File: src/sv/svagm_pkg.sv
// ----------------------------------------------------------------------------
// svagm_pkg - shared definitions for the stereo vu auto gain meter
// Field widths, payload layout and the fixed limits of the gain control loop.
// ----------------------------------------------------------------------------
package svagm_pkg;

  localparam int unsigned LEVEL_W  = 15;
  localparam int unsigned BRIGHT_W = 12;
  localparam int unsigned GAIN_W   = 4;
  localparam int unsigned GB_W     = 16;  // gain * brightness
  localparam int unsigned PROD_W   = 31;  // level * gain * brightness
  localparam int unsigned BAR_W    = 16;
  localparam int unsigned CNT_W    = 5;
  localparam int unsigned STEP_W   = 5;

  localparam int unsigned IN_DATA_W  = 32;
  localparam int unsigned OUT_DATA_W = 40;

  localparam logic [LEVEL_W-1:0]  FULL_SCALE_LEVEL = 15'h7FFF;
  localparam logic [BRIGHT_W-1:0] BRIGHT_RESET     = 12'hFFF;
  localparam logic [GAIN_W-1:0]   GAIN_MAX         = 4'd15;
  localparam logic [GAIN_W-1:0]   GAIN_MIN         = 4'd1;
  localparam logic [CNT_W-1:0]    RISE_LIMIT       = 5'd30;
  localparam logic [CNT_W-1:0]    FALL_LIMIT       = 5'd10;

  // last step index of the serial loops
  localparam logic [STEP_W-1:0] MUL_LAST = STEP_W'(LEVEL_W - 1);
  localparam logic [STEP_W-1:0] DIV_LAST = STEP_W'(PROD_W - 1);

endpackage

File: src/sv/stereo_vu_auto_gain_meter_core.sv
// ----------------------------------------------------------------------------
// stereo_vu_auto_gain_meter_core - stereo bar meter with automatic gain
// Bit-serial multiply and divide per channel, shared gain and hold counter.
// ----------------------------------------------------------------------------
// Each input transfer carries a left and a right peak level. The core returns
// one result per transfer: both bars, floor(level*gain*brightness/32767), and
// the gain after this update's adjustment. gain*brightness is latched at the
// accepting edge, then an msb-first shift-add multiply runs (one level bit per
// cycle), then a restoring divide by 32767 (one quotient bit per cycle), then
// the gain update. The core is ready again in the following cycle, so a new
// item is accepted only after the previous one's update. The update cycle
// waits while the previous result is still held in the output register. The
// next item is accepted once the update is done, even while that result still
// waits.
// Brightness is written through the cfg port and may be changed only while the
// core is idle.
module stereo_vu_auto_gain_meter_core
  import svagm_pkg::*;
(
  input  logic                  clk,
  input  logic                  rst_n,
  // config write: full_scale_brightness
  input  logic                  cfg_valid,
  output logic                  cfg_ready,
  input  logic [BRIGHT_W-1:0]   cfg_data,
  // input stream
  input  logic                  in_tvalid,
  output logic                  in_tready,
  input  logic [IN_DATA_W-1:0]  in_tdata,   // [14:0] left_level, [29:15] right_level
  // result stream
  output logic                  out_tvalid,
  input  logic                  out_tready,
  output logic [OUT_DATA_W-1:0] out_tdata   // [15:0] left_bar, [31:16] right_bar,
                                            // [35:32] gain_now
);

  typedef enum logic [1:0] {
    ST_IDLE,
    ST_MUL,
    ST_DIV,
    ST_UPD
  } state_t;

  state_t                state_r, state_nxt;
  logic [STEP_W-1:0]     step_r, step_nxt;
  logic [BRIGHT_W-1:0]   bright_r, bright_nxt;
  logic [GAIN_W-1:0]     gain_r, gain_nxt;
  logic [CNT_W-1:0]      cnt_r, cnt_nxt;
  logic [GB_W-1:0]       gb_r, gb_nxt;
  logic [LEVEL_W-1:0]    lvl_l_r, lvl_l_nxt, lvl_r_r, lvl_r_nxt;
  logic [PROD_W-1:0]     prod_l_r, prod_l_nxt, prod_r_r, prod_r_nxt;
  logic [LEVEL_W-1:0]    rem_l_r, rem_l_nxt, rem_r_r, rem_r_nxt;
  logic                  out_tvalid_r, out_tvalid_nxt;
  logic [OUT_DATA_W-1:0] out_tdata_r, out_tdata_nxt;

  logic                  in_xfer;
  logic [LEVEL_W:0]      sh_l, sh_r;
  logic                  ge_l, ge_r;
  logic [BAR_W-1:0]      bar_l, bar_r, ctl;
  logic [BAR_W-1:0]      half_b, full_b;
  logic [CNT_W-1:0]      cnt_inc;
  logic                  out_free;

  assign cfg_ready  = 1'b1;
  assign in_tready  = (state_r == ST_IDLE);
  assign in_xfer    = in_tvalid && in_tready;
  assign out_tvalid = out_tvalid_r;
  assign out_tdata  = out_tdata_r;

  // restoring divide step: shift in next product bit, subtract when it fits
  assign sh_l = {rem_l_r, prod_l_r[PROD_W-1]};
  assign sh_r = {rem_r_r, prod_r_r[PROD_W-1]};
  assign ge_l = (sh_l >= {1'b0, FULL_SCALE_LEVEL});
  assign ge_r = (sh_r >= {1'b0, FULL_SCALE_LEVEL});

  // after the divide the product registers hold the quotients
  assign bar_l  = prod_l_r[BAR_W-1:0];
  assign bar_r  = prod_r_r[BAR_W-1:0];
  // bar grows with level, so the louder channel's bar is the control bar
  assign ctl    = (bar_r > bar_l) ? bar_r : bar_l;
  assign half_b = {{(BAR_W-BRIGHT_W+1){1'b0}}, bright_r[BRIGHT_W-1:1]};
  assign full_b = {{(BAR_W-BRIGHT_W){1'b0}}, bright_r};
  assign cnt_inc  = cnt_r + 1'b1;
  assign out_free = !out_tvalid_r || out_tready;

  always_comb begin
    state_nxt      = state_r;
    step_nxt       = step_r;
    bright_nxt     = bright_r;
    gain_nxt       = gain_r;
    cnt_nxt        = cnt_r;
    gb_nxt         = gb_r;
    lvl_l_nxt      = lvl_l_r;
    lvl_r_nxt      = lvl_r_r;
    prod_l_nxt     = prod_l_r;
    prod_r_nxt     = prod_r_r;
    rem_l_nxt      = rem_l_r;
    rem_r_nxt      = rem_r_r;
    out_tvalid_nxt = out_tvalid_r && !out_tready;
    out_tdata_nxt  = out_tdata_r;

    if (cfg_valid) begin
      bright_nxt = cfg_data;
    end

    unique case (state_r)
      ST_IDLE: begin
        if (in_xfer) begin
          lvl_l_nxt  = in_tdata[LEVEL_W-1:0];
          lvl_r_nxt  = in_tdata[2*LEVEL_W-1:LEVEL_W];
          gb_nxt     = GB_W'(gain_r * bright_r);
          prod_l_nxt = '0;
          prod_r_nxt = '0;
          step_nxt   = '0;
          state_nxt  = ST_MUL;
        end
      end
      ST_MUL: begin
        // msb-first shift-add, one level bit per cycle
        prod_l_nxt = {prod_l_r[PROD_W-2:0], 1'b0}
                   + (lvl_l_r[LEVEL_W-1] ? PROD_W'(gb_r) : '0);
        prod_r_nxt = {prod_r_r[PROD_W-2:0], 1'b0}
                   + (lvl_r_r[LEVEL_W-1] ? PROD_W'(gb_r) : '0);
        lvl_l_nxt  = {lvl_l_r[LEVEL_W-2:0], 1'b0};
        lvl_r_nxt  = {lvl_r_r[LEVEL_W-2:0], 1'b0};
        if (step_r == MUL_LAST) begin
          step_nxt  = '0;
          rem_l_nxt = '0;
          rem_r_nxt = '0;
          state_nxt = ST_DIV;
        end else begin
          step_nxt = step_r + 1'b1;
        end
      end
      ST_DIV: begin
        rem_l_nxt  = ge_l ? LEVEL_W'(sh_l - {1'b0, FULL_SCALE_LEVEL}) : sh_l[LEVEL_W-1:0];
        rem_r_nxt  = ge_r ? LEVEL_W'(sh_r - {1'b0, FULL_SCALE_LEVEL}) : sh_r[LEVEL_W-1:0];
        prod_l_nxt = {prod_l_r[PROD_W-2:0], ge_l};
        prod_r_nxt = {prod_r_r[PROD_W-2:0], ge_r};
        if (step_r == DIV_LAST) begin
          state_nxt = ST_UPD;
        end else begin
          step_nxt = step_r + 1'b1;
        end
      end
      ST_UPD: begin
        if (out_free) begin
          priority if (ctl < half_b) begin
            if (cnt_inc > RISE_LIMIT) begin
              cnt_nxt = '0;
              if (gain_r < GAIN_MAX) gain_nxt = gain_r + 1'b1;
            end else begin
              cnt_nxt = cnt_inc;
            end
          end else if (ctl > full_b) begin
            if (cnt_inc > FALL_LIMIT) begin
              cnt_nxt = '0;
              if (gain_r > GAIN_MIN) gain_nxt = gain_r - 1'b1;
            end else begin
              cnt_nxt = cnt_inc;
            end
          end else begin
            cnt_nxt = '0;
          end
          out_tvalid_nxt = 1'b1;
          out_tdata_nxt  = {(OUT_DATA_W-2*BAR_W-GAIN_W)'(0), gain_nxt, bar_r, bar_l};
          state_nxt      = ST_IDLE;
        end
      end
      default: state_nxt = ST_IDLE;
    endcase
  end

  always_ff @(posedge clk) begin
    if (!rst_n) begin
      state_r      <= ST_IDLE;
      step_r       <= '0;
      bright_r     <= BRIGHT_RESET;
      gain_r       <= GAIN_MIN;
      cnt_r        <= '0;
      out_tvalid_r <= 1'b0;
    end else begin
      state_r      <= state_nxt;
      step_r       <= step_nxt;
      bright_r     <= bright_nxt;
      gain_r       <= gain_nxt;
      cnt_r        <= cnt_nxt;
      out_tvalid_r <= out_tvalid_nxt;
    end
  end

  always_ff @(posedge clk) begin
    gb_r        <= gb_nxt;
    lvl_l_r     <= lvl_l_nxt;
    lvl_r_r     <= lvl_r_nxt;
    prod_l_r    <= prod_l_nxt;
    prod_r_r    <= prod_r_nxt;
    rem_l_r     <= rem_l_nxt;
    rem_r_r     <= rem_r_nxt;
    out_tdata_r <= out_tdata_nxt;
  end

  // gain never leaves its range
  a_gain_range: assert property (@(posedge clk) disable iff (!rst_n)
    gain_r >= GAIN_MIN && gain_r <= GAIN_MAX)
    else $error("gain out of range");

  // hold counter never passes the rise limit
  a_cnt_range: assert property (@(posedge clk) disable iff (!rst_n)
    cnt_r <= RISE_LIMIT)
    else $error("hold counter out of range");

  // gain only moves in the update cycle and then the counter restarts
  a_gain_step: assert property (@(posedge clk) disable iff (!rst_n)
    (state_r != ST_UPD) |=> $stable(gain_r))
    else $error("gain changed outside update");

  a_gain_clears_cnt: assert property (@(posedge clk) disable iff (!rst_n)
    (state_r == ST_UPD && gain_nxt != gain_r) |=> cnt_r == '0)
    else $error("gain step without counter clear");

  // divide remainder stays below the divisor
  a_rem_bound: assert property (@(posedge clk) disable iff (!rst_n)
    (state_r == ST_DIV) |=> (rem_l_r != FULL_SCALE_LEVEL && rem_r_r != FULL_SCALE_LEVEL))
    else $error("divide remainder overflow");

endmodule

File: config.mk
export PLATFORM = sky130hd
export DESIGN_NAME = stereo_vu_auto_gain_meter_core
export DESIGN_NICKNAME = d
export VERILOG_FILES = /design/src/sv/svagm_pkg.sv /design/src/sv/stereo_vu_auto_gain_meter_core.sv
export SDC_FILE = /design/constraint.sdc
export NUM_CORES = 1
export LEC_CHECK = 0
export ABC_AREA = 1
export ABC_CLOCK_PERIOD_IN_PS = 12200
export BUFFER_PORTS_ARGS = -buffer_cell sky130_fd_sc_hd__buf_4
export CORE_MARGIN = 5
export CORE_UTILIZATION = 45
export CTS_CLUSTER_SIZE = 8
export DETAILED_ROUTE_END_ITERATION = 8
export SKIP_LAST_GASP = 1
export SYNTH_ARGS = -nofsm -noshare
export SYNTH_HDL_FRONTEND = slang
export SYNTH_SLANG_ARGS = --single-unit
export TNS_END_PERCENT = 50
File: constraint.sdc
create_clock -name clk -period 12.2 [get_ports clk]
set_input_delay 1.22 -clock clk [delete_from_list [all_inputs] [get_ports clk]]
set_output_delay 1.22 -clock clk [all_outputs]
set_load 0.005 [all_outputs]
# --- After elaboration in Yosys (flattened, before gate mapping) ---
# Index checks and enable logic that the tools add are counted.
totals:
  mem_bits_ro: 0
  elab_cells: 94
  n_memories: 0
  input_bits: 49
  reg_bits: 203
  latchBits: 0
  ram_bits: 0
op_classes:
  shifts: 0
  multipliers: 1
  n_reduce_logical: 16
  n_addsub: 8
  eq_ne: 10
  n_lt_le_gt_ge: 9
  n_div: 0
  muxes: 36
  bitwise_logic: 0
ops:
  columns: ["cell", "count"]
  rows:
  - ["$pmux W31 S3", 2]
  - ["$pmux W15 S2", 4]
  - ["$mux W15", 5]
  - ["$add A31 B16 Y31", 2]
  - ["$mux W16", 3]
  - ["$mux W5", 7]
  - ["$ge A16 B15 Y1 const B", 2]
  - ["$mux W31", 1]
  - ["$sub A15 B15 Y15 const B", 2]
  - ["$mux W4", 6]
  - ["$gt A16 B12 Y1", 1]
  - ["$gt A16 B16 Y1", 1]
  - ["$lt A16 B11 Y1", 1]
  - ["$mul A4 B12 Y16", 1]
  - ["$pmux W5 S3", 1]
  - ["$add A5 B1 Y5 const B", 2]
  - ["$reduce_and A2 Y1", 5]
  - ["$mux W2", 4]
  - ["$ne A2 B2 Y1 const B", 4]
  - ["$pmux W2 S4", 1]
  - ["$eq A5 B4 Y1 const B", 1]
  - ["$eq A5 B5 Y1 const B", 1]
  - ["$gt A5 B4 Y1 const B", 1]
  - ["$gt A5 B5 Y1 const B", 1]
  - ["16 further kinds", 21]

# --- Depth between registers and ports, before layout ---
logic_depth:
  depth_word: 5
  depth_mapped: 31

# --- Worst setup path before layout ---
# No wires, ideal clock.
synth_timing:
  kind: "input-to-reg"
  startpoint: "in in_tvalid"
  endpoint: "reg step_r[4]"
  slack_ns: 6.898
  path_stages: 7
  arrival_time_ns: 5.223
  path_buffers: 0
  cell_sequence: "nor2_1 -> nor2_1 -> o21ai_0 -> inv_1 -> nand2_1 -> o21ai_0 -> nor3b_1"
synth_via:
  elab_chain_len: 3
synth_lines:
  columns: ["item", "line_no", "source"]
  rows:
  - ["from (decl)", "stereo_vu_auto_gain_meter_core.sv:27", "input logic in_tvalid,"]
  - ["$logic_and A1 B1 Y1", "stereo_vu_auto_gain_meter_core.sv:66", "assign in_xfer = in_tvalid && in_tready;"]
  - ["$ne A2 B1 Y1 (no line)", null, null]
  - ["$reduce_and A3 Y1 (no line)", null, null]
  - ["to (signal assigned)", "stereo_vu_auto_gain_meter_core.sv:184", "step_r <= step_nxt;"]
  - ["to (decl)", "stereo_vu_auto_gain_meter_core.sv:45", "logic [STEP_W-1:0] step_r, step_nxt;"]
# No other way between the ends.
# A chain may end at the register's enable or synchronous reset.

# --- Worst setup path after layout ---
layout_timing:
  startpoint: "reg prod_r_r[15]"
  endpoint: "reg out_tdata_r[32] (netlist: out_tdata[32]), data pin"
layout_via:
  elab_chain_len: 5
layout_lines:
  columns: ["item", "line_no", "source"]
  rows:
  - ["from (decl)", "stereo_vu_auto_gain_meter_core.sv:51", "logic [PROD_W-1:0] prod_l_r, prod_l_nxt, prod_r_r, prod_r_nxt;"]
  - ["from (signal assigned)", "stereo_vu_auto_gain_meter_core.sv:197", "prod_r_r <= prod_r_nxt;"]
  - ["$gt A16 B16 Y1", "stereo_vu_auto_gain_meter_core.sv:80", "assign ctl = (bar_r > bar_l) ? bar_r : bar_l;"]
  - ["$mux W16 (*)", "stereo_vu_auto_gain_meter_core.sv:80", null]
  - ["$gt A16 B12 Y1", "stereo_vu_auto_gain_meter_core.sv:155", "end else if (ctl > full_b) begin"]
  - ["$mux W4", "stereo_vu_auto_gain_meter_core.sv:155", null]
  - ["$mux W4 (*)", "stereo_vu_auto_gain_meter_core.sv:148", "priority if (ctl < half_b) begin"]
  - ["to (signal assigned)", "stereo_vu_auto_gain_meter_core.sv:200", "out_tdata_r <= out_tdata_nxt;"]
  - ["to (decl)", "stereo_vu_auto_gain_meter_core.sv:54", "logic [OUT_DATA_W-1:0] out_tdata_r, out_tdata_nxt;"]
# Every way passes the cells marked *; elsewhere a longest branch is shown, timed or not.

==> flow_metrics.py <==
metrics = {
    "outcome": {
        "outcome": "finished, final reports clean",
    },
    "sta": {
        "slew_headroom_pct": 31.7,
        "finalCritPeriodShare_pct": 34.4,
        "tns_ps": 0,
        "slew_viol_final": 0,
        "rsz0062_at_grt": "no",
        "clock.fmax_ghz": 0.238,
        "fin_worst_skew_ps": 13.2,
        "hold_viol": 0,
        "fin_crit_ps": 4200,
        "max_slew.worst_pin.slew_ps": 1030,
        "setup_viol": 0,
    },
    "detailed_routing": {
        "drt_iter0_drc": 747,
        "wl_met3_um": 1300,
        "postRouteAntennaNets": 0,
        "wirelength_um": 30500,
        "routedWlPerCell_um": 14.6,
        "wl_met1_um": 14200,
        "vias": 10800,
        "drc": 0,
        "drt_first_pass_iters": 6,
        "wl_met2_um": 14500,
        "vias_per_cell": 5.18,
        "top_layer": "met4",
    },
    "setup_path": {
        "r2r_slack_ps": 8000,
        "start_kind": "register",
        "critPathRequiredTime_ps": 12490,
        "endpoint_kind": "register",
        "crit_arrival_ps": 4490,
        "path_class": "register to register",
        "path_max_fanout": 25,
    },
    "clock_tree": {
        "clkSinkCount": 203,
        "root_buffer": "clkbuf_16",
        "htreeDepth": 1,
        "cts_made_buffers": 29,
        "cts.path.max_buffers": 3,
        "ctsHoldBuffers": 0,
        "post_cts_resized": 0,
        "cts_tree": "built",
        "insertion_delay_ps": 550,
        "clkSlewWorstSetupHoldPaths_ps": 50,
        "post-cts-setup-buffers": 0,
    },
    "grt": {
        "grt_max_degree": 83,
        "grt_pass1_vias": 10500,
        "grt_pass1_wl_um": 51100,
        "track_usage_pct": 18.3,
        "antenna_found_initial": 0,
        "overflow": 0,
    },
    "min_path": {
        "hp-class": "register to register",
    },
    "final_layout": {
        "mostFrequentLayoutCells": "nand2_1, inv_1, a21oi_1",
        "final_cells": 2089,
        "drive_gt1_share_pct": 9.30,
        "final_common_cell": "nand2_1",
        "nets": 1849,
        "areaGrowthSynthToFinish_pct": 13.6,
        "utilization_pct": 51.3,
        "diodes": 0,
    },
    "synth": {
        "syn_inst": 1604,
        "synth-edff-count": 174,
        "ys_seq_elements": 203,
        "synth_seq_area_share_pct": 43.7,
        "synth_ff_type": "edfxtp_1",
        "yosys_warnings": 0,
        "postSynthAreaPerCell_um2": 8.28,
        "ys_types": 50,
        "synthArstFlopShare_pct": 0,
        "synth_area_um2": 13300,
    },
    "power_and_ir_drop": {
        "pwr_density_cell_nw_per_um2": 267,
        "static-leakage-power_nw": 6.72,
        "p_total_w": 0.00402,
        "ir_worst_vdd_v": 0.000127,
    },
    "floorplanning": {
        "dieWidth_um": 182,
        "rows": 63,
        "die-area_um2": 33100,
        "start_util_pct": 45.2,
        "ios": 92,
        "core_um2": 29400,
        "die_h_um": 182,
    },
    "placed_design": {
        "io_buffers": 84,
        "dp_hpwl_um": 21700,
        "gp_congestion": 0.824,
        "numPlacedInstances": 2036,
    },
    "job": {
        "max-cap-violations": 0,
    },
}
[report_power, final]
group	total, W	internal (W)	leakage, nW	switching (W)
clock network	0.000731	0.000441	0.389	0.000290
logic	0.00192	0.000634	4.36	0.00129
registers	0.00137	0.00113	1.97	0.000236
[flip-flops by register name (all words and copies together), names as in the netlist, 5 cells and up]
name,flops
cnt_r,5
prod_l_r,31
out_tdata,36
prod_r_r,31
lvl_l_r,15
bright_r,12
rem_l_r,15
step_r,5
lvl_r_r,15
rem_r_r,15
gb_r,16
[final timing paths]
check / to / cells past startpoint / from
max: out_tdata[32] / 20 / prod_r_r[15]
min: cnt_r[1] / 2 / cnt_r[1]
max reg2reg: out_tdata[32] / 20 / prod_r_r[15]
min reg2reg: cnt_r[1] / 2 / cnt_r[1]
[synth_stat cells (all sizes together) (5+ instances only)]
cell type  instances  area, µm²
buf               12       66.3
a21oi            190        951
inv              218        818
nand2            432       1630
fa                22        440
clkbuf            40        150
o21ai            109        561
nor3              22        143
xor2              16        140
nand4             13       81.3
nand3             64        325
dfxtp             29        581
a31oi              7       43.8
a21o               5       37.5
nor4               7       62.6
a211oi             7       52.6
nor2              87        344
xnor2              5       43.8
ha               101       1260
edfxtp           174       5230
a221oi             7       61.3
o21a               5       37.5
[cells by family (layout without fill, tap and decap cells)]
logic type / Yosys count / after routing / share of synthesized area [%]
compound gates: 347 / 347 / 14.1
xor+xnor: 21 / 21 / 1.38
fa+ha+maj: 123 / 123 / 12.8
buf+inv: 271 / 363 / 7.82
flops: 203 / 203 / 43.7
other cells: 2 / 5 / 0.0565
simple gates: 637 / 637 / 20.1
[critical path, stage by stage, from the launching register on]
cell      delay [ps]
edfxtp_1         550
ha_1             360
nand2_1          130
o21ai_0          130
a21oi_1          220
nand2_1          120
nand2_2          390
a21oi_1          220
ha_1             340
inv_1             40
o21bai_1         130
a31oi_1          110
o221ai_1         170
nand2_1           70
nand2_1           60
o21ai_0           70
nand2_1          260
nand3_1          210
nor2_1           160
o21ai_2           80
o21a_1           120
[final cells by class]
cell class	instances	area [µm²]
timing repair buffer	91	683
multi-input combinational	1133	6470
clock inverter	2	12.5
sequential	203	5810
fill	2776	14300
inverter	219	822
clock buffer	51	808
tap	390	488
[through the flow]
stage | area (µm²) | hold WS (ps) | setup WS (ps)
2_1_floorplan | 13300 | 471 | 6900
3_3_place_gp | 14300 | 487 | 8020
3_5_place_dp | 14300 | 497 | 7990
4_1_cts | 15100 | 505 | 7940
5_1_grt | 15100 | 532 | 7510
6_report | 15100 | 506 | 8000
[per-layer routing]
metal  up-vias  global-route usage [%]
met2       182                    31.1
met3        40                    2.12
met1      5070                    25.5
met5         -                       0
li1       5537                       -
met4         0                    3.72
(Power assumes the default switching activity.)
